--- src/design/pvu_pkg.sv ---
// ----------------------------------------------------------------------------
// pvu_pkg
// shared types, widths and the arctangent table of the polar vector unit
// ----------------------------------------------------------------------------
package pvu_pkg;

    localparam int COORD_WIDTH = 16;
    localparam int ANGLE_WIDTH = 16;
    localparam int GUARD       = 16;
    // rotation lane: |x|,|y| stay below 1.65 * 2^(COORD_WIDTH+GUARD)
    localparam int RW          = COORD_WIDTH + GUARD + 2;
    // vectoring lane: sum of two vectors, then cordic growth
    localparam int VW          = COORD_WIDTH + GUARD + 4;
    localparam int ROT_ZW      = 33;
    localparam logic [31:0] KGAIN = 32'd2608131496;

    typedef enum logic [1:0] {
        ACT_TO_CART  = 2'd0,
        ACT_TO_POLAR = 2'd1,
        ACT_ADD      = 2'd2,
        ACT_SUB      = 2'd3
    } t_action;

    typedef struct packed {
        t_action                         action;
        logic [COORD_WIDTH-1:0]          a_magnitude;
        logic signed [ANGLE_WIDTH-1:0]   a_angle;
        logic [COORD_WIDTH-1:0]          b_magnitude;
        logic signed [ANGLE_WIDTH-1:0]   b_angle;
        logic signed [COORD_WIDTH-1:0]   point_x;
        logic signed [COORD_WIDTH-1:0]   point_y;
    } t_operands;

    typedef struct packed {
        logic signed [COORD_WIDTH-1:0]   out_x;
        logic signed [COORD_WIDTH-1:0]   out_y;
        logic [COORD_WIDTH-1:0]          out_magnitude;
        logic signed [ANGLE_WIDTH-1:0]   out_angle;
        logic                            overflow;
    } t_result;

    // rotation mode lane
    typedef struct packed {
        logic signed [RW-1:0]     x;
        logic signed [RW-1:0]     y;
        logic signed [ROT_ZW-1:0] z;
    } t_rot;

    // vectoring mode lane, angle wraps modulo 2*pi
    typedef struct packed {
        logic signed [VW-1:0] x;
        logic signed [VW-1:0] y;
        logic [31:0]          z;
    } t_vec;

    // atan(2^-i) in units of pi/2^31
    function automatic logic [31:0] atan_angle(input logic [4:0] idx);
        logic [31:0] a;
        case (idx)
            5'd0:    a = 32'd536870912;
            5'd1:    a = 32'd316933406;
            5'd2:    a = 32'd167458907;
            5'd3:    a = 32'd85004756;
            5'd4:    a = 32'd42667331;
            5'd5:    a = 32'd21354465;
            5'd6:    a = 32'd10680862;
            5'd7:    a = 32'd5340245;
            5'd8:    a = 32'd2670163;
            5'd9:    a = 32'd1335087;
            5'd10:   a = 32'd667544;
            5'd11:   a = 32'd333772;
            5'd12:   a = 32'd166886;
            5'd13:   a = 32'd83443;
            5'd14:   a = 32'd41722;
            5'd15:   a = 32'd20861;
            5'd16:   a = 32'd10430;
            5'd17:   a = 32'd5215;
            5'd18:   a = 32'd2608;
            5'd19:   a = 32'd1304;
            5'd20:   a = 32'd652;
            5'd21:   a = 32'd326;
            5'd22:   a = 32'd163;
            5'd23:   a = 32'd81;
            5'd24:   a = 32'd41;
            5'd25:   a = 32'd20;
            5'd26:   a = 32'd10;
            5'd27:   a = 32'd5;
            5'd28:   a = 32'd3;
            5'd29:   a = 32'd1;
            5'd30:   a = 32'd1;
            default: a = 32'd0;
        endcase
        return a;
    endfunction

endpackage

--- src/design/pvu_rot_step.sv ---
// ----------------------------------------------------------------------------
// pvu_rot_step
// one registered cordic micro-rotation in rotation mode
// ----------------------------------------------------------------------------
module pvu_rot_step #(
    parameter int STEP = 0
) (
    input  logic          i_clk,
    input  pvu_pkg::t_rot i_s,
    output pvu_pkg::t_rot o_s
);

    logic signed [pvu_pkg::RW-1:0]     dx;
    logic signed [pvu_pkg::RW-1:0]     dy;
    logic signed [pvu_pkg::ROT_ZW-1:0] at;
    pvu_pkg::t_rot                     n_s;
    pvu_pkg::t_rot                     r_s;

    always_comb begin
        dx = i_s.y >>> STEP;
        dy = i_s.x >>> STEP;
        at = signed'({1'b0, pvu_pkg::atan_angle(5'(STEP))});
        if (!i_s.z[pvu_pkg::ROT_ZW-1]) begin
            n_s.x = i_s.x - dx;
            n_s.y = i_s.y + dy;
            n_s.z = i_s.z - at;
        end else begin
            n_s.x = i_s.x + dx;
            n_s.y = i_s.y - dy;
            n_s.z = i_s.z + at;
        end
    end

    always_ff @(posedge i_clk) begin
        r_s <= n_s;
    end

    assign o_s = r_s;

endmodule

--- config.mk ---
export PLATFORM = sky130hd
export DESIGN_NAME = pvu_rot_step
export DESIGN_NICKNAME = d
export VERILOG_FILES = /design/src/design/pvu_pkg.sv /design/src/design/pvu_rot_step.sv
export SDC_FILE = /design/constraint.sdc
export NUM_CORES = 1
export LEC_CHECK = 0
export BUFFER_PORTS_ARGS = -buffer_cell sky130_fd_sc_hd__buf_4
export CORE_UTILIZATION = 55
export DETAILED_ROUTE_END_ITERATION = 16
export HOLD_SLACK_MARGIN = 0.06
export PLACE_DENSITY = 0.82
export RECOVER_POWER = 50
export SYNTH_ARGS = -nofsm -noshare
export SYNTH_HDL_FRONTEND = slang
export SYNTH_SLANG_ARGS = --single-unit
--- constraint.sdc ---
create_clock -name i_clk -period 3.45 [get_ports i_clk]
set_clock_uncertainty 0.05 [all_clocks]
set_input_delay 0.1725 -clock i_clk [delete_from_list [all_inputs] [get_ports i_clk]]
set_output_delay 0.1725 -clock i_clk [all_outputs]
set_load 0.01 [all_outputs]
==> impl_results.md <==
* Final GP Congestion at 0.986
* Initial drt markers at 815
* Die height at 122 um
* Nets at 1,450
* Vias per inst at 6.03
* DP HPWL at 20.5 mm
* Via count at 8,608
* Vias in the first global route at 8,217
* Routed Antenna Nets at 0
* Routed WL at 27.6 mm
* Peak Freq at 298 MHz
* Largest register FFs at 100
* Sequential cell area fraction in the yosys report at 25.2%
* Netlist cell types at 67
* Yosys synthesis warning count at 0
* Post-DP Area at 9680 um2
* Largest net degree at the start of global routing at 83
* Register clock-pin slew on the reported worst setup and hold paths at 70 ps
* Mean Syn Cell Area at 7.81 um2
* Relative slew slack at 34.1%
* Hold Path Stages at 3
* Post-synth ARST share at 0%
* Top_reg_cell synth: dfxtp_1
* Final Critical Period at 3360 ps
* Die X at 122 um
* WL/cell at 19.3 um
* Design area at 10,000 um2
* Clock buffer count from CTS at 9
* Post-Synthesis Cell Area at 7950 um2
* Status: finished, final reports clean
* Die area at 14,900 um2
* Crit path max fanout at 4
* Core area at 14,000 um2
* Cell area power density at 406 nW/um2
* Rows at 43
* Layout cells sized above 1 at 15.2%
* Crit end category: flop
* Cells after synthesis at 1,018
* GRT Util Overall at 37.2%
* TritonRoute pass-1 iters at 5
* Post-route DRC at 0
* Footprint of the multi-input gates at 5330 um2
* Unrepaired setup endpoints after global routing: false
* Setup TNS Final at 0 ps
* Worst Path Required at 3640 ps
* Final Max Slew Viols at 0
* CTS max path bufs at 2
* CTS Sinks at 100
* Pre-CTS WS at 149 ps
* Initial antenna violation count at 0
* Grt ovf at 0
* Number of enable flip-flop cells after synthesis at 0
* First-pass GRT wire length at 43.1 mm
* Final worst-path cycle share at 97.3%
* Post-Syn Nets at 1,225
* Worst vdd ir at 0.000278 V
* Fin. Hold Viols at 0
* Worst slew pin tran at 987 ps
* Initial core utilization at 56.8%
* # fillers at 1,192
* Synth Register Bits at 100
* N_diodes at 0
* CTS tree: done
* Setup Crit Path Kind: input port to flop
* Area growth from synthesis to layout at 26.0%
* # IOs at 203
* Sequential standard cell area at 2000 um2
* Port Buffers at 202
* Htree depth at 3
* CTS root buf: clkbuf_16
* Setup slack after layout at 91.7 ps
* Maxcap violations at 0
* HP Class: input port to flop
* Startpoint Class: input port
* Leak pwr at 4.59 nW
* CP Data Arrival Time at 3550 ps
* Final Setup Violations at 0
worst max-delay path: stages:
cell	delay [ps]
dlygate4sd3_1	530
clkbuf_1	120
inv_1	70
ha_1	190
fa_1	210
nor2b_1	70
o31ai_1	580
a21oi_1	130
a21o_1	300
a211oi_1	270
buf_4	180
o211ai_1	110
a211oi_1	310
a21oi_1	90
xor2_1	180
layout make-up:
class / count / share of cell area [%]
multi-input cells: 759 / 53.2
clock buffers: 10 / 2.28
flip-flops and latches: 100 / 20.0
inverters: 112 / 4.20
well taps: 180 / 2.25
clock inverters: 6 / 0.474
repair buffers: 261 / 17.6
per-stage QoR:
stage / util (%) / cells / hold WS [ps] / power (mW)
2_1_floorplan: - / 1018 / 150 / 2.40
3_3_place_gp: 69.2 / 1379 / 227 / 3.13
3_5_place_dp: 69.2 / 1379 / 228 / 3.14
4_1_cts: 73.5 / 1427 / 74.4 / 4.14
5_1_grt: 71.6 / 1428 / 113 / 4.28
6_report: 71.6 / 1428 / 121 / 4.07
cell usage after synthesis, types with 9 or more instances:
master | number | share of area, %
a21oi_1 | 125 | 7.9
inv_1 | 109 | 5.1
ha_1 | 101 | 16
dfxtp_1 | 100 | 25
nor2_1 | 75 | 3.5
o21ai_0 | 72 | 4.5
xnor2_1 | 54 | 5.9
nand2_1 | 47 | 2.2
clkbuf_1 | 23 | 1.1
a211oi_1 | 22 | 2.1
nor3_1 | 22 | 1.4
o21bai_1 | 22 | 2.1
a21o_1 | 18 | 1.7
o31ai_1 | 16 | 1.5
nand4_1 | 15 | 1.2
nand2b_1 | 13 | 1.0
buf_2 | 12 | 0.76
mux2i_1 | 12 | 1.5
nand3_1 | 12 | 0.76
xor2_1 | 11 | 1.2
o21a_1 | 10 | 0.94
buf_1 | 9 | 0.42
o211ai_1 | 9 | 0.85
repair_timing:
item,4_1_cts,5_1_grt
buffers inserted,0,1
hold buffers,32,0
setup endpoints to repair,0,9
gates resized for setup,0,2
hold endpoints to repair,32,0
power by group:
group,internal [mW],leakage (nW),switching (mW)
combinational,0.664,3.61,0.990
sequential,1.37,0.844,0.0638
clock,0.496,0.127,0.486
final timing paths:
kind  startpoint  slack, ps      end
min      i_s[31]        120  o_s[32]
max      i_s[67]         90  o_s[99]
kinds of logic (layout without fill, tap and decap cells):
family / Yosys count / count (layout) / synth area share, %
xor+xnor: 65 / 65 / 7.16
compound gates: 349 / 349 / 27.5
buf+inv: 159 / 389 / 7.88
flops: 100 / 100 / 25.2
simple gates: 228 / 228 / 13.9
fa+ha+maj: 105 / 105 / 16.9
mux: 12 / 12 / 1.51
cell usage in the layout, fill, tap and decap left out, types with 4 or more instances in the layout:
master,n
xnor2_1,54
fa_1,4
xor2_1,11
mux2i_1,12
o21ai_0,72
or2_2,8
clkbuf_4,27
nand3_1,12
dfxtp_1,100
inv_1,109
o211ai_1,9
a211oi_1,22
nand2_1,47
o21a_1,10
dlygate4sd3_1,32
a21oi_1,125
nor2_1,75
nor4_1,8
nand2b_1,13
clkbuf_1,74
o21bai_1,22
a21boi_0,4
or4_1,4
nor2b_1,6
ha_1,101
o31a_1,4
or3_1,4
buf_4,129
nand4_1,15
a21o_1,18
nor3_1,22
o31ai_1,14
clkbuf_16,9
a31oi_1,8
per-layer routing:
metal	share of wire [%]	routed length, um	global-route usage (%)
met5	0	0	0
met4	3.8	1060	16.0
met3	10	2760	8.50
met2	45	12500	60.0
met1	41	11300	47.4
Power figures use the tool's default switching activity.
