**src/design/pvu_pkg.sv**
```systemverilog
// ----------------------------------------------------------------------------
// pvu_pkg
// shared types, widths and the arctangent table of the polar vector unit
// ----------------------------------------------------------------------------
package pvu_pkg;

    localparam int COORD_WIDTH = 16;
    localparam int ANGLE_WIDTH = 16;
    localparam int GUARD       = 16;
    // rotation lane: |x|,|y| stay below 1.65 * 2^(COORD_WIDTH+GUARD)
    localparam int RW          = COORD_WIDTH + GUARD + 2;
    // vectoring lane: sum of two vectors, then cordic growth
    localparam int VW          = COORD_WIDTH + GUARD + 4;
    localparam int ROT_ZW      = 33;
    localparam logic [31:0] KGAIN = 32'd2608131496;

    typedef enum logic [1:0] {
        ACT_TO_CART  = 2'd0,
        ACT_TO_POLAR = 2'd1,
        ACT_ADD      = 2'd2,
        ACT_SUB      = 2'd3
    } t_action;

    typedef struct packed {
        t_action                         action;
        logic [COORD_WIDTH-1:0]          a_magnitude;
        logic signed [ANGLE_WIDTH-1:0]   a_angle;
        logic [COORD_WIDTH-1:0]          b_magnitude;
        logic signed [ANGLE_WIDTH-1:0]   b_angle;
        logic signed [COORD_WIDTH-1:0]   point_x;
        logic signed [COORD_WIDTH-1:0]   point_y;
    } t_operands;

    typedef struct packed {
        logic signed [COORD_WIDTH-1:0]   out_x;
        logic signed [COORD_WIDTH-1:0]   out_y;
        logic [COORD_WIDTH-1:0]          out_magnitude;
        logic signed [ANGLE_WIDTH-1:0]   out_angle;
        logic                            overflow;
    } t_result;

    // rotation mode lane
    typedef struct packed {
        logic signed [RW-1:0]     x;
        logic signed [RW-1:0]     y;
        logic signed [ROT_ZW-1:0] z;
    } t_rot;

    // vectoring mode lane, angle wraps modulo 2*pi
    typedef struct packed {
        logic signed [VW-1:0] x;
        logic signed [VW-1:0] y;
        logic [31:0]          z;
    } t_vec;

    // atan(2^-i) in units of pi/2^31
    function automatic logic [31:0] atan_angle(input logic [4:0] idx);
        logic [31:0] a;
        case (idx)
            5'd0:    a = 32'd536870912;
            5'd1:    a = 32'd316933406;
            5'd2:    a = 32'd167458907;
            5'd3:    a = 32'd85004756;
            5'd4:    a = 32'd42667331;
            5'd5:    a = 32'd21354465;
            5'd6:    a = 32'd10680862;
            5'd7:    a = 32'd5340245;
            5'd8:    a = 32'd2670163;
            5'd9:    a = 32'd1335087;
            5'd10:   a = 32'd667544;
            5'd11:   a = 32'd333772;
            5'd12:   a = 32'd166886;
            5'd13:   a = 32'd83443;
            5'd14:   a = 32'd41722;
            5'd15:   a = 32'd20861;
            5'd16:   a = 32'd10430;
            5'd17:   a = 32'd5215;
            5'd18:   a = 32'd2608;
            5'd19:   a = 32'd1304;
            5'd20:   a = 32'd652;
            5'd21:   a = 32'd326;
            5'd22:   a = 32'd163;
            5'd23:   a = 32'd81;
            5'd24:   a = 32'd41;
            5'd25:   a = 32'd20;
            5'd26:   a = 32'd10;
            5'd27:   a = 32'd5;
            5'd28:   a = 32'd3;
            5'd29:   a = 32'd1;
            5'd30:   a = 32'd1;
            default: a = 32'd0;
        endcase
        return a;
    endfunction

endpackage

```
**src/design/pvu_gain.sv**
```systemverilog
// ----------------------------------------------------------------------------
// pvu_gain
// two-stage removal of the cordic gain, rounded half away from zero
// ----------------------------------------------------------------------------
module pvu_gain #(
    parameter int W = 34
) (
    input  logic                i_clk,
    input  logic signed [W-1:0] i_v,
    output logic signed [W-1:0] o_p
);

    localparam int HW = W - 32;

    logic [W-1:0]        n_u;
    logic                r_neg;
    logic [63:0]         r_plo;
    logic [HW+31:0]      r_phi;
    logic [W-1:0]        n_sum;
    logic signed [W-1:0] r_p;

    always_comb begin
        n_u = i_v[W-1] ? W'(-i_v) : W'(i_v);
    end

    // first stage: split magnitude into low word and high part
    always_ff @(posedge i_clk) begin
        r_neg <= i_v[W-1];
        r_plo <= 64'(n_u[31:0]) * 64'(pvu_pkg::KGAIN);
        r_phi <= (HW+32)'(n_u[W-1:32]) * (HW+32)'(pvu_pkg::KGAIN);
    end

    always_comb begin
        n_sum = W'(r_phi) + W'((r_plo + 64'h0000_0000_8000_0000) >> 32);
    end

    always_ff @(posedge i_clk) begin
        r_p <= r_neg ? signed'(W'(-n_sum)) : signed'(n_sum);
    end

    assign o_p = r_p;

endmodule

```
**config.mk**
```make
export PLATFORM = sky130hd
export DESIGN_NAME = pvu_gain
export DESIGN_NICKNAME = d
export VERILOG_FILES = /design/src/design/pvu_pkg.sv /design/src/design/pvu_gain.sv
export SDC_FILE = /design/constraint.sdc
export NUM_CORES = 1
export LEC_CHECK = 0
export ABC_AREA = 1
export BUFFER_PORTS_ARGS = -buffer_cell sky130_fd_sc_hd__buf_2
export CAP_MARGIN = 30
export CORE_MARGIN = 2
export CORE_UTILIZATION = 35
export DETAILED_ROUTE_END_ITERATION = 16
export GPL_TIMING_DRIVEN = 0
export SLEW_MARGIN = 40
export SYNTH_ARGS = -nofsm -noshare
export SYNTH_HDL_FRONTEND = slang
export SYNTH_SLANG_ARGS = --single-unit
```
**constraint.sdc**
```tcl
create_clock -name i_clk -period 9.3 [get_ports i_clk]
set_input_delay 1.86 -clock i_clk [delete_from_list [all_inputs] [get_ports i_clk]]
set_output_delay 1.86 -clock i_clk [all_outputs]
set_load 0.02 [all_outputs]
```
==> qor.yml <==
status:
  outcome: "finished clean"
detailed_routing:
  wl_um: 71300
  wl_per_cell_um: 17.0
  initialDrtViolationCount: 1311
  firstDrtPassIters: 5
  avgViaCountPerCell: 4.68
  num_vias: 19654
  drc: 0
  drtAntennaViolNets: 0
die:
  fp.dieArea_mm2: 0.0736
  die_y_um: 271
  design.portCount: 69
  num_rows: 97
  die_w_um: 271
  initial_core_util: 0.355
  core-area_mm2: 0.0704
setup_path:
  reg2reg_slack_ps: 4930
  cp-startpoint: "i_v[1]"
  worstReg2RegStart: "r_plo[32]"
  endpoint_kind: "flop"
  worstPathArrival_ps: 9360
  path_delay_family: "adder cells"
  crit_type: "input pin to flop"
  cp_slowest_cell: "fa_1"
  cp_common_cell: "fa_1"
  required_ps: 9560
  worst_r2r_endpoint: "o_p[26]"
  crit_buf_inv: 12
  worstRegToRegCells: 23
  start_kind: "input pin"
  slowest_delay_ps: 550
  crit_path_max_fanout: 5
global_route:
  grt.total_usage: 0.196
  grt_overflow_total: 0
  grt_pass1_wl_um: 112000
  first_global_vias: 20643
  antenna_found_initial: 1
  grt_max_degree: 15
clock_tree:
  cts_max_level: 3
  path_clk_slew_ps: 60
  cts_sinks: 75
  clock-root-buffer: "clkbuf_16"
  clock_path_buffers: 2
  cts_tree: "built"
  hold_buffers: 0
  cts_buffers: 9
  clk_latency_ps: 340
sta:
  tightest_slew_ps: 946
  slew_headroom: 0.365
  fin_crit_sh: 0.979
  finalHoldViolations: 0
  finClkSkew_ps: 7.08
  drv_slew: 0
  rsz0062_at_grt: "true"
  fmax_mhz: 110
  setup_viol: 0
  finalCriticalPeriod_ps: 9100
synthesis:
  ys_seq_area_frac: 0.0601
  netlist.area_leader.share: 0.359
  synth_cell_types: 45
  synthTopCellsByArea: "fa_1 36%, ha_1 20%, inv_1 14%"
  yosys.area.top_type: "fa_1"
  syn_inst: 3080
  syn_area_per_cell_um2: 8.11
  synth_nets: 3955
  yosys_warnings: 0
  syn-cell-area_mm2: 0.0250
  ys_seq_elements: 75
worst_hold_path:
  whs_endpoint: "o_p[0]"
  min-delay-start: "r_plo[31]"
  hold_path_depth: 1
  hold_path.class: "flop to flop"
finish:
  fillerInstances: 7051
  area_growth_syn_to_layout_pct: 17.6
  utilization: 0.418
  drive_above_1_share: 0.141
  num-nets-final: 4127
placed_design:
  gp_congestion: 0.976
  hpwl_um: 61900
  io_buffers: 68
run:
  maxCapViolations: 0
## synth_stat cells (all sizes together)
cell type    n
nor4        10
xor2        92
a21o         9
xnor2       34
a221oi       3
nand3       95
nand2b       1
and2         2
o21a         3
or2          3
and3         4
o31ai        3
a21oi       86
nand3b       8
dfxtp       75
nand2      531
nand4       29
a31oi       24
o22ai        1
a21boi       4
nor2       201
o21ai       67
o211ai       6
fa         448
inv        902
ha         392
o211a        1
buf          2
o21bai       8
nor3        28
clkinv       1
o2111ai      1
clkbuf       4
nor3b        1
a211oi       1
## final cells by class
cell class                      count  area, um2  share of cell area
Multi-Input combinational cell   2096      21700               0.739
Inverter                          903       3460               0.118
Sequential cell                    75       1500              0.0511
Tap cell                          940       1180              0.0400
Timing Repair Buffer              161       1160              0.0393
Clock buffer                       10        239             0.00813
Clock inverter                      6       95.1             0.00324
Buffer                              6       37.5             0.00128
Antenna cell                        1       2.50           0.0000851
## worst reg2reg max path, stage by stage, from the launching register on
cell	delay, ps
dfxtp_1	360
ha_1	220
nand3_1	140
nor3_2	180
nand3_1	210
nor2_1	200
nand3_1	170
nor3b_1	280
nand4_1	150
xor2_1	150
inv_1	50
ha_1	370
nand2_1	90
inv_1	80
nand2_1	80
nor2_1	270
nand4_1	220
nand3_1	140
nand2_1	60
nand2_1	140
nand2_1	110
o21ai_0	330
nand2_1	120
xnor2_1	130
## flip-flops by register name, indices dropped and copies added (netlist names)
signal,count
o_p,34
r_neg,1
r_phi,7
r_plo,33
## cells by family after synthesis
logic type,after synthesis,synth area share
buffers and inverters,909,0.137
and+or+nand+nor,913,0.154
AOI/OAI and AO/OA,217,0.0494
DFF,75,0.0601
xor gates and xnor gates,126,0.0445
adders and majority gates,840,0.555
## layer usage
layer	global-route usage	share of wire
met1	0.263	0.44
met2	0.321	0.46
met3	0.0370	0.066
met4	0.0584	0.033
met5	0	0.00018
## per-stage QoR
step	cell area, um2	TNS (ps)	hold WS (ps)	instances	setup WS [ps]
after detailed placement	26800	-61770	601	4098	-2170
final	29400	0	631	4198	197
after global routing	29400	-804	654	4197	-95.1
after floorplan	25000	0	506	3080	31.5
after global placement	26500	-66290	594	4088	-2380
after CTS	28200	-13.3	622	4155	-13.3
## repair_timing
action,in CTS,in global routing
pin swaps,52,87
hold endpoints to repair,0,0
setup buffers,41,42
setup endpoints to repair,33,32
resized for setup,158,196
## worst max-delay path by stage
stage                end  slack, ps  cells past startpoint
6_report       r_plo[56]        200                     36
5_1_grt        r_plo[57]       -100                     38
4_1_cts        r_plo[59]        -10                     30
3_5_place_dp   r_plo[59]      -2170                     37
3_3_place_gp   r_plo[59]      -2380                     30
2_1_floorplan  r_plo[51]         30                     35
## cells in the final DEF (no fill, tap or decap), drive strengths merged, types with 2 or more instances in the layout
master and n:
inv 894, o211ai 6, nand3b 8, dfxtp 75
a21boi 4, bufinv 3, a31oi 24, a21oi 86
fa 448, o21a 3, and2 2, nor4 10
o21bai 8, nand4 29, clkbuf 14, xor2 92
xnor2 34, ha 392, clkinv 4, o31ai 3
nand2 531, or2 3, and3 4, nor3 28
nand3 95, buf 163, clkinvlp 8, a21o 9
o21ai 67, a221oi 3, nor2 201
Power is not shown: default switching activity piles up to over one toggle a cycle in this logic, so the estimate is an artifact.
