**src/design/pvu_pkg.sv**
```systemverilog
// ----------------------------------------------------------------------------
// pvu_pkg
// shared types, widths and the arctangent table of the polar vector unit
// ----------------------------------------------------------------------------
package pvu_pkg;

    localparam int COORD_WIDTH = 16;
    localparam int ANGLE_WIDTH = 16;
    localparam int GUARD       = 16;
    // rotation lane: |x|,|y| stay below 1.65 * 2^(COORD_WIDTH+GUARD)
    localparam int RW          = COORD_WIDTH + GUARD + 2;
    // vectoring lane: sum of two vectors, then cordic growth
    localparam int VW          = COORD_WIDTH + GUARD + 4;
    localparam int ROT_ZW      = 33;
    localparam logic [31:0] KGAIN = 32'd2608131496;

    typedef enum logic [1:0] {
        ACT_TO_CART  = 2'd0,
        ACT_TO_POLAR = 2'd1,
        ACT_ADD      = 2'd2,
        ACT_SUB      = 2'd3
    } t_action;

    typedef struct packed {
        t_action                         action;
        logic [COORD_WIDTH-1:0]          a_magnitude;
        logic signed [ANGLE_WIDTH-1:0]   a_angle;
        logic [COORD_WIDTH-1:0]          b_magnitude;
        logic signed [ANGLE_WIDTH-1:0]   b_angle;
        logic signed [COORD_WIDTH-1:0]   point_x;
        logic signed [COORD_WIDTH-1:0]   point_y;
    } t_operands;

    typedef struct packed {
        logic signed [COORD_WIDTH-1:0]   out_x;
        logic signed [COORD_WIDTH-1:0]   out_y;
        logic [COORD_WIDTH-1:0]          out_magnitude;
        logic signed [ANGLE_WIDTH-1:0]   out_angle;
        logic                            overflow;
    } t_result;

    // rotation mode lane
    typedef struct packed {
        logic signed [RW-1:0]     x;
        logic signed [RW-1:0]     y;
        logic signed [ROT_ZW-1:0] z;
    } t_rot;

    // vectoring mode lane, angle wraps modulo 2*pi
    typedef struct packed {
        logic signed [VW-1:0] x;
        logic signed [VW-1:0] y;
        logic [31:0]          z;
    } t_vec;

    // atan(2^-i) in units of pi/2^31
    function automatic logic [31:0] atan_angle(input logic [4:0] idx);
        logic [31:0] a;
        case (idx)
            5'd0:    a = 32'd536870912;
            5'd1:    a = 32'd316933406;
            5'd2:    a = 32'd167458907;
            5'd3:    a = 32'd85004756;
            5'd4:    a = 32'd42667331;
            5'd5:    a = 32'd21354465;
            5'd6:    a = 32'd10680862;
            5'd7:    a = 32'd5340245;
            5'd8:    a = 32'd2670163;
            5'd9:    a = 32'd1335087;
            5'd10:   a = 32'd667544;
            5'd11:   a = 32'd333772;
            5'd12:   a = 32'd166886;
            5'd13:   a = 32'd83443;
            5'd14:   a = 32'd41722;
            5'd15:   a = 32'd20861;
            5'd16:   a = 32'd10430;
            5'd17:   a = 32'd5215;
            5'd18:   a = 32'd2608;
            5'd19:   a = 32'd1304;
            5'd20:   a = 32'd652;
            5'd21:   a = 32'd326;
            5'd22:   a = 32'd163;
            5'd23:   a = 32'd81;
            5'd24:   a = 32'd41;
            5'd25:   a = 32'd20;
            5'd26:   a = 32'd10;
            5'd27:   a = 32'd5;
            5'd28:   a = 32'd3;
            5'd29:   a = 32'd1;
            5'd30:   a = 32'd1;
            default: a = 32'd0;
        endcase
        return a;
    endfunction

endpackage

```
**src/design/pvu_vec_step.sv**
```systemverilog
// ----------------------------------------------------------------------------
// pvu_vec_step
// one registered cordic micro-rotation in vectoring mode
// ----------------------------------------------------------------------------
module pvu_vec_step #(
    parameter int STEP = 0
) (
    input  logic          i_clk,
    input  pvu_pkg::t_vec i_s,
    output pvu_pkg::t_vec o_s
);

    logic signed [pvu_pkg::VW-1:0] dx;
    logic signed [pvu_pkg::VW-1:0] dy;
    logic [31:0]                   at;
    pvu_pkg::t_vec                 n_s;
    pvu_pkg::t_vec                 r_s;

    always_comb begin
        dx = i_s.y >>> STEP;
        dy = i_s.x >>> STEP;
        at = pvu_pkg::atan_angle(5'(STEP));
        if (!i_s.y[pvu_pkg::VW-1]) begin
            n_s.x = i_s.x + dx;
            n_s.y = i_s.y - dy;
            n_s.z = i_s.z + at;
        end else begin
            n_s.x = i_s.x - dx;
            n_s.y = i_s.y + dy;
            n_s.z = i_s.z - at;
        end
    end

    always_ff @(posedge i_clk) begin
        r_s <= n_s;
    end

    assign o_s = r_s;

endmodule

```
**config.mk**
```make
export PLATFORM = sky130hd
export DESIGN_NAME = pvu_vec_step
export DESIGN_NICKNAME = d
export VERILOG_FILES = /design/src/design/pvu_pkg.sv /design/src/design/pvu_vec_step.sv
export SDC_FILE = /design/constraint.sdc
export NUM_CORES = 1
export LEC_CHECK = 0
export BUFFER_PORTS_ARGS = -buffer_cell sky130_fd_sc_hd__buf_4
export CAP_MARGIN = 20
export CORE_ASPECT_RATIO = 1.1
export CORE_MARGIN = 3
export CORE_UTILIZATION = 45
export DETAILED_ROUTE_END_ITERATION = 6
export PLACE_DENSITY = 0.76
export SLEW_MARGIN = 20
export SYNTH_ARGS = -nofsm -noshare
export SYNTH_HDL_FRONTEND = slang
export SYNTH_SLANG_ARGS = --single-unit
```
**constraint.sdc**
```tcl
create_clock -name i_clk -period 2.9 [get_ports i_clk]
set_input_delay 0.145 -clock i_clk [delete_from_list [all_inputs] [get_ports i_clk]]
set_output_delay 0.145 -clock i_clk [all_outputs]
set_load 0.005 [all_outputs]
```
==> flow_summary.ini <==
[routing]
drt-initial-drc-count = 813
detailedRoute.firstPassIterationCount = 5
routedWlPerCell_um = 18.1
remaining_drc_errors = 0
via_count = 9513
viasPerCell = 5.57
finalWirelength_mm = 30.9
drtAntennaViolNets = 0

[power_and_ir_drop]
vdd_ir_drop_max_uv = 304
power_per_cell_area_mw_per_mm2 = 443
p_comb_frac = 0.441
p_leak_nw = 5.90
pwr-share-clk = 0.229
post-layout-total-power_mw = 5.35
power.share.sequential = 0.330
switchingPower_mw = 1.89
switching_share = 0.353
internal_power_mw = 3.46

[clocking]
root_buffer = sky130_fd_sc_hd__clkbuf_16
cts_sink_count = 103
htreeDepth = 3
cts_buffer_count = 9
tritoncts = yes
cts_max_path_buffers = 2
cts.clk_slew.worst_paths_ps = 80

[place]
finalWeightedCongestion = 1.02
placement.setup.worst_slack_ps = -228
place.port_buffers = 208
place_hpwl_mm = 24.9

[timing]
max_freq_mhz = 364
final.period_utilization = 0.947
grt_setup_unrepaired = false
report.final.hold_viol_count = 0
timing.final.crit_period_ps = 2750
report.final.slew_viol_count = 0
final-setup-viol-count = 0
slew-limit-headroom = 0.553
setup_slack_ps = 153
setup_total_negative_slack_ps = 0
max_slew.worst_pin.slew_ps = 671

[logic_synthesis]
syn-num-nets = 1330
syn_area_per_cell_sq_um = 7.83
synthDistinctLibCells = 79
synth_ff_type = sky130_fd_sc_hd__dfxtp_1
yosys_warnings = 0
synth-seq-cells = 103
postSynthCellCount = 1112
async_reset_ff_frac = 0
seq_area_frac_synth = 0.237
synth-edff-count = 0
syn-cell-area_sq_mm = 0.00870

[global_routing]
grt_overflow_total = 0
grt_util_all_layers = 0.283
grt_max_degree = 47
vias_in_the_first_global_route = 9667
grt_first_pass_wirelength_mm = 49.0
grt_antenna_before_repair = 0

[floorplanning]
floorplan.initialDensity = 0.466
die_width_um = 139
top_level_ports = 209
die-height_um = 152
area_inside_the_core_boundary_sq_mm = 0.0187
rows = 52
die_outline_area_sq_mm = 0.0210

[outcome]
outcome = complete, no violations

[setup_path]
start_kind = input pin
timing.critical_path.cells = buf_4 -> inv_1 -> ha_1 -> or4_1 -> or4_1 -> nor2_1 -> nand3_1 -> a31oi_2 -> o21ai_1 -> a21oi_1 -> o22ai_1 -> xor2_1
critical_path_peak_fanout = 3
timing.critical_path.max_delay_family = simple AND/OR/NAND/NOR gates
cp_data_required_time_ps = 3140
buffering_stage_count_on_the_worst_path_with_inverters_included = 2
worst_path_most_repeated_cell = sky130_fd_sc_hd__or4_1
max_stage_delay_ps = 650
critical-path-slowest-cell = sky130_fd_sc_hd__or4_1
worstSetupEndpointType = register
timing.critical_path.arrival_ps = 2990
timing.setup.critical_path_class = in2reg

[finish]
drive_above_1_share = 0.268
antennaDiodeCount = 0
flip_flop_count_of_the_largest_register_after_layout = 103
final_layout_fill_cell_count = 1657
most-common-layout-cells = 354 x sky130_fd_sc_hd__buf_4, 117 x sky130_fd_sc_hd__a21oi_1, 109 x sky130_fd_sc_hd__ha_1, 105 x sky130_fd_sc_hd__inv_1, 103 x sky130_fd_sc_hd__dfxtp_1
area_growth_pct = 38.9
nets = 1678
layout.cells.most_common = sky130_fd_sc_hd__buf_4

[flow_run]
drv.max_cap_violation_count = 0

[worst_hold_path]
class_of_the_tightest_hold_or_removal_check = in2reg
[cell usage after synthesis (20+ instances only)]
| master | instances | share of area |
|---|---|---|
| sky130_fd_sc_hd__a21o_1 | 28 | 0.024 |
| sky130_fd_sc_hd__a21oi_1 | 117 | 0.067 |
| sky130_fd_sc_hd__clkbuf_1 | 30 | 0.013 |
| sky130_fd_sc_hd__dfxtp_1 | 103 | 0.24 |
| sky130_fd_sc_hd__ha_1 | 109 | 0.16 |
| sky130_fd_sc_hd__inv_1 | 105 | 0.045 |
| sky130_fd_sc_hd__mux2i_1 | 25 | 0.029 |
| sky130_fd_sc_hd__nand2_1 | 67 | 0.029 |
| sky130_fd_sc_hd__nor2_1 | 81 | 0.035 |
| sky130_fd_sc_hd__nor2b_1 | 23 | 0.017 |
| sky130_fd_sc_hd__nor3_1 | 23 | 0.013 |
| sky130_fd_sc_hd__o21ai_0 | 75 | 0.043 |
| sky130_fd_sc_hd__o21bai_1 | 20 | 0.017 |
| sky130_fd_sc_hd__xnor2_1 | 58 | 0.058 |
[area by class of cell]
class	count	area [sq um]	share of cell area
flip-flops and latches	103	2060	0.171
well taps	243	304	0.0251
clock buffers	10	229	0.0189
clock inverters	6	62.6	0.00517
inverters	110	413	0.0342
repair buffers	386	2990	0.247
multi-input cells	850	6030	0.499
[tightest hold or removal path, cell delays in order]
cell and delay, ps:
sky130_fd_sc_hd__buf_4 80, sky130_fd_sc_hd__xnor2_1 60, sky130_fd_sc_hd__xnor2_1 130
[stage by stage]
stage,area [sq um],hold slack (ps),cells,utilization
6_report,12100,104,1708,0.647
5_1_grt,12100,108,1708,0.647
4_1_cts,12100,93.2,1708,0.647
3_5_place_dp,11500,250,1661,0.615
3_3_place_gp,11500,250,1661,0.615
2_1_floorplan,8700,173,1112,-
[final timing paths]
kind / from / to / cells after the start
hold / removal: i_s[31] / o_s[31] / 3
setup / recovery: i_s[61] / o_s[67] / 12
[routing by layer]
layer / vias to the layer above / share of wire / track usage
met4: 0 / 0.043 / 0.130
met2: 471 / 0.49 / 0.497
met5: - / 0 / 0
met1: 4359 / 0.40 / 0.337
met3: 96 / 0.068 / 0.0465
li1: 4587 / - / -
[cell families (layout without fill, tap and decap cells)]
logic type,count (synthesis),in the layout,synth area share
fa+ha+maj,113,113,0.166
buf+inv,159,512,0.0707
compound gates,357,357,0.265
mux,25,25,0.0288
flops,103,103,0.237
xor+xnor,68,68,0.0684
simple gates,287,287,0.164
[what timing repair did]
action / 4_1_cts / 5_1_grt
resized for setup: 0 / 1
buffers inserted: 0 / 0
hold endpoints to repair: 32 / 0
hold buffers: 31 / 0
endpoints found under the setup margin: 0 / 1
[power by group through the flow]
stage | registers, mW | clock network, mW | logic [mW]
after detailed placement | 1.80 | 0 | 2.29
after global routing | 1.79 | 1.32 | 2.55
after floorplan | 1.82 | 0 | 1.11
final | 1.77 | 1.23 | 2.36
after global placement | 1.80 | 0 | 2.27
after CTS | 1.77 | 1.26 | 2.34
Power figures use the tool's default switching activity.
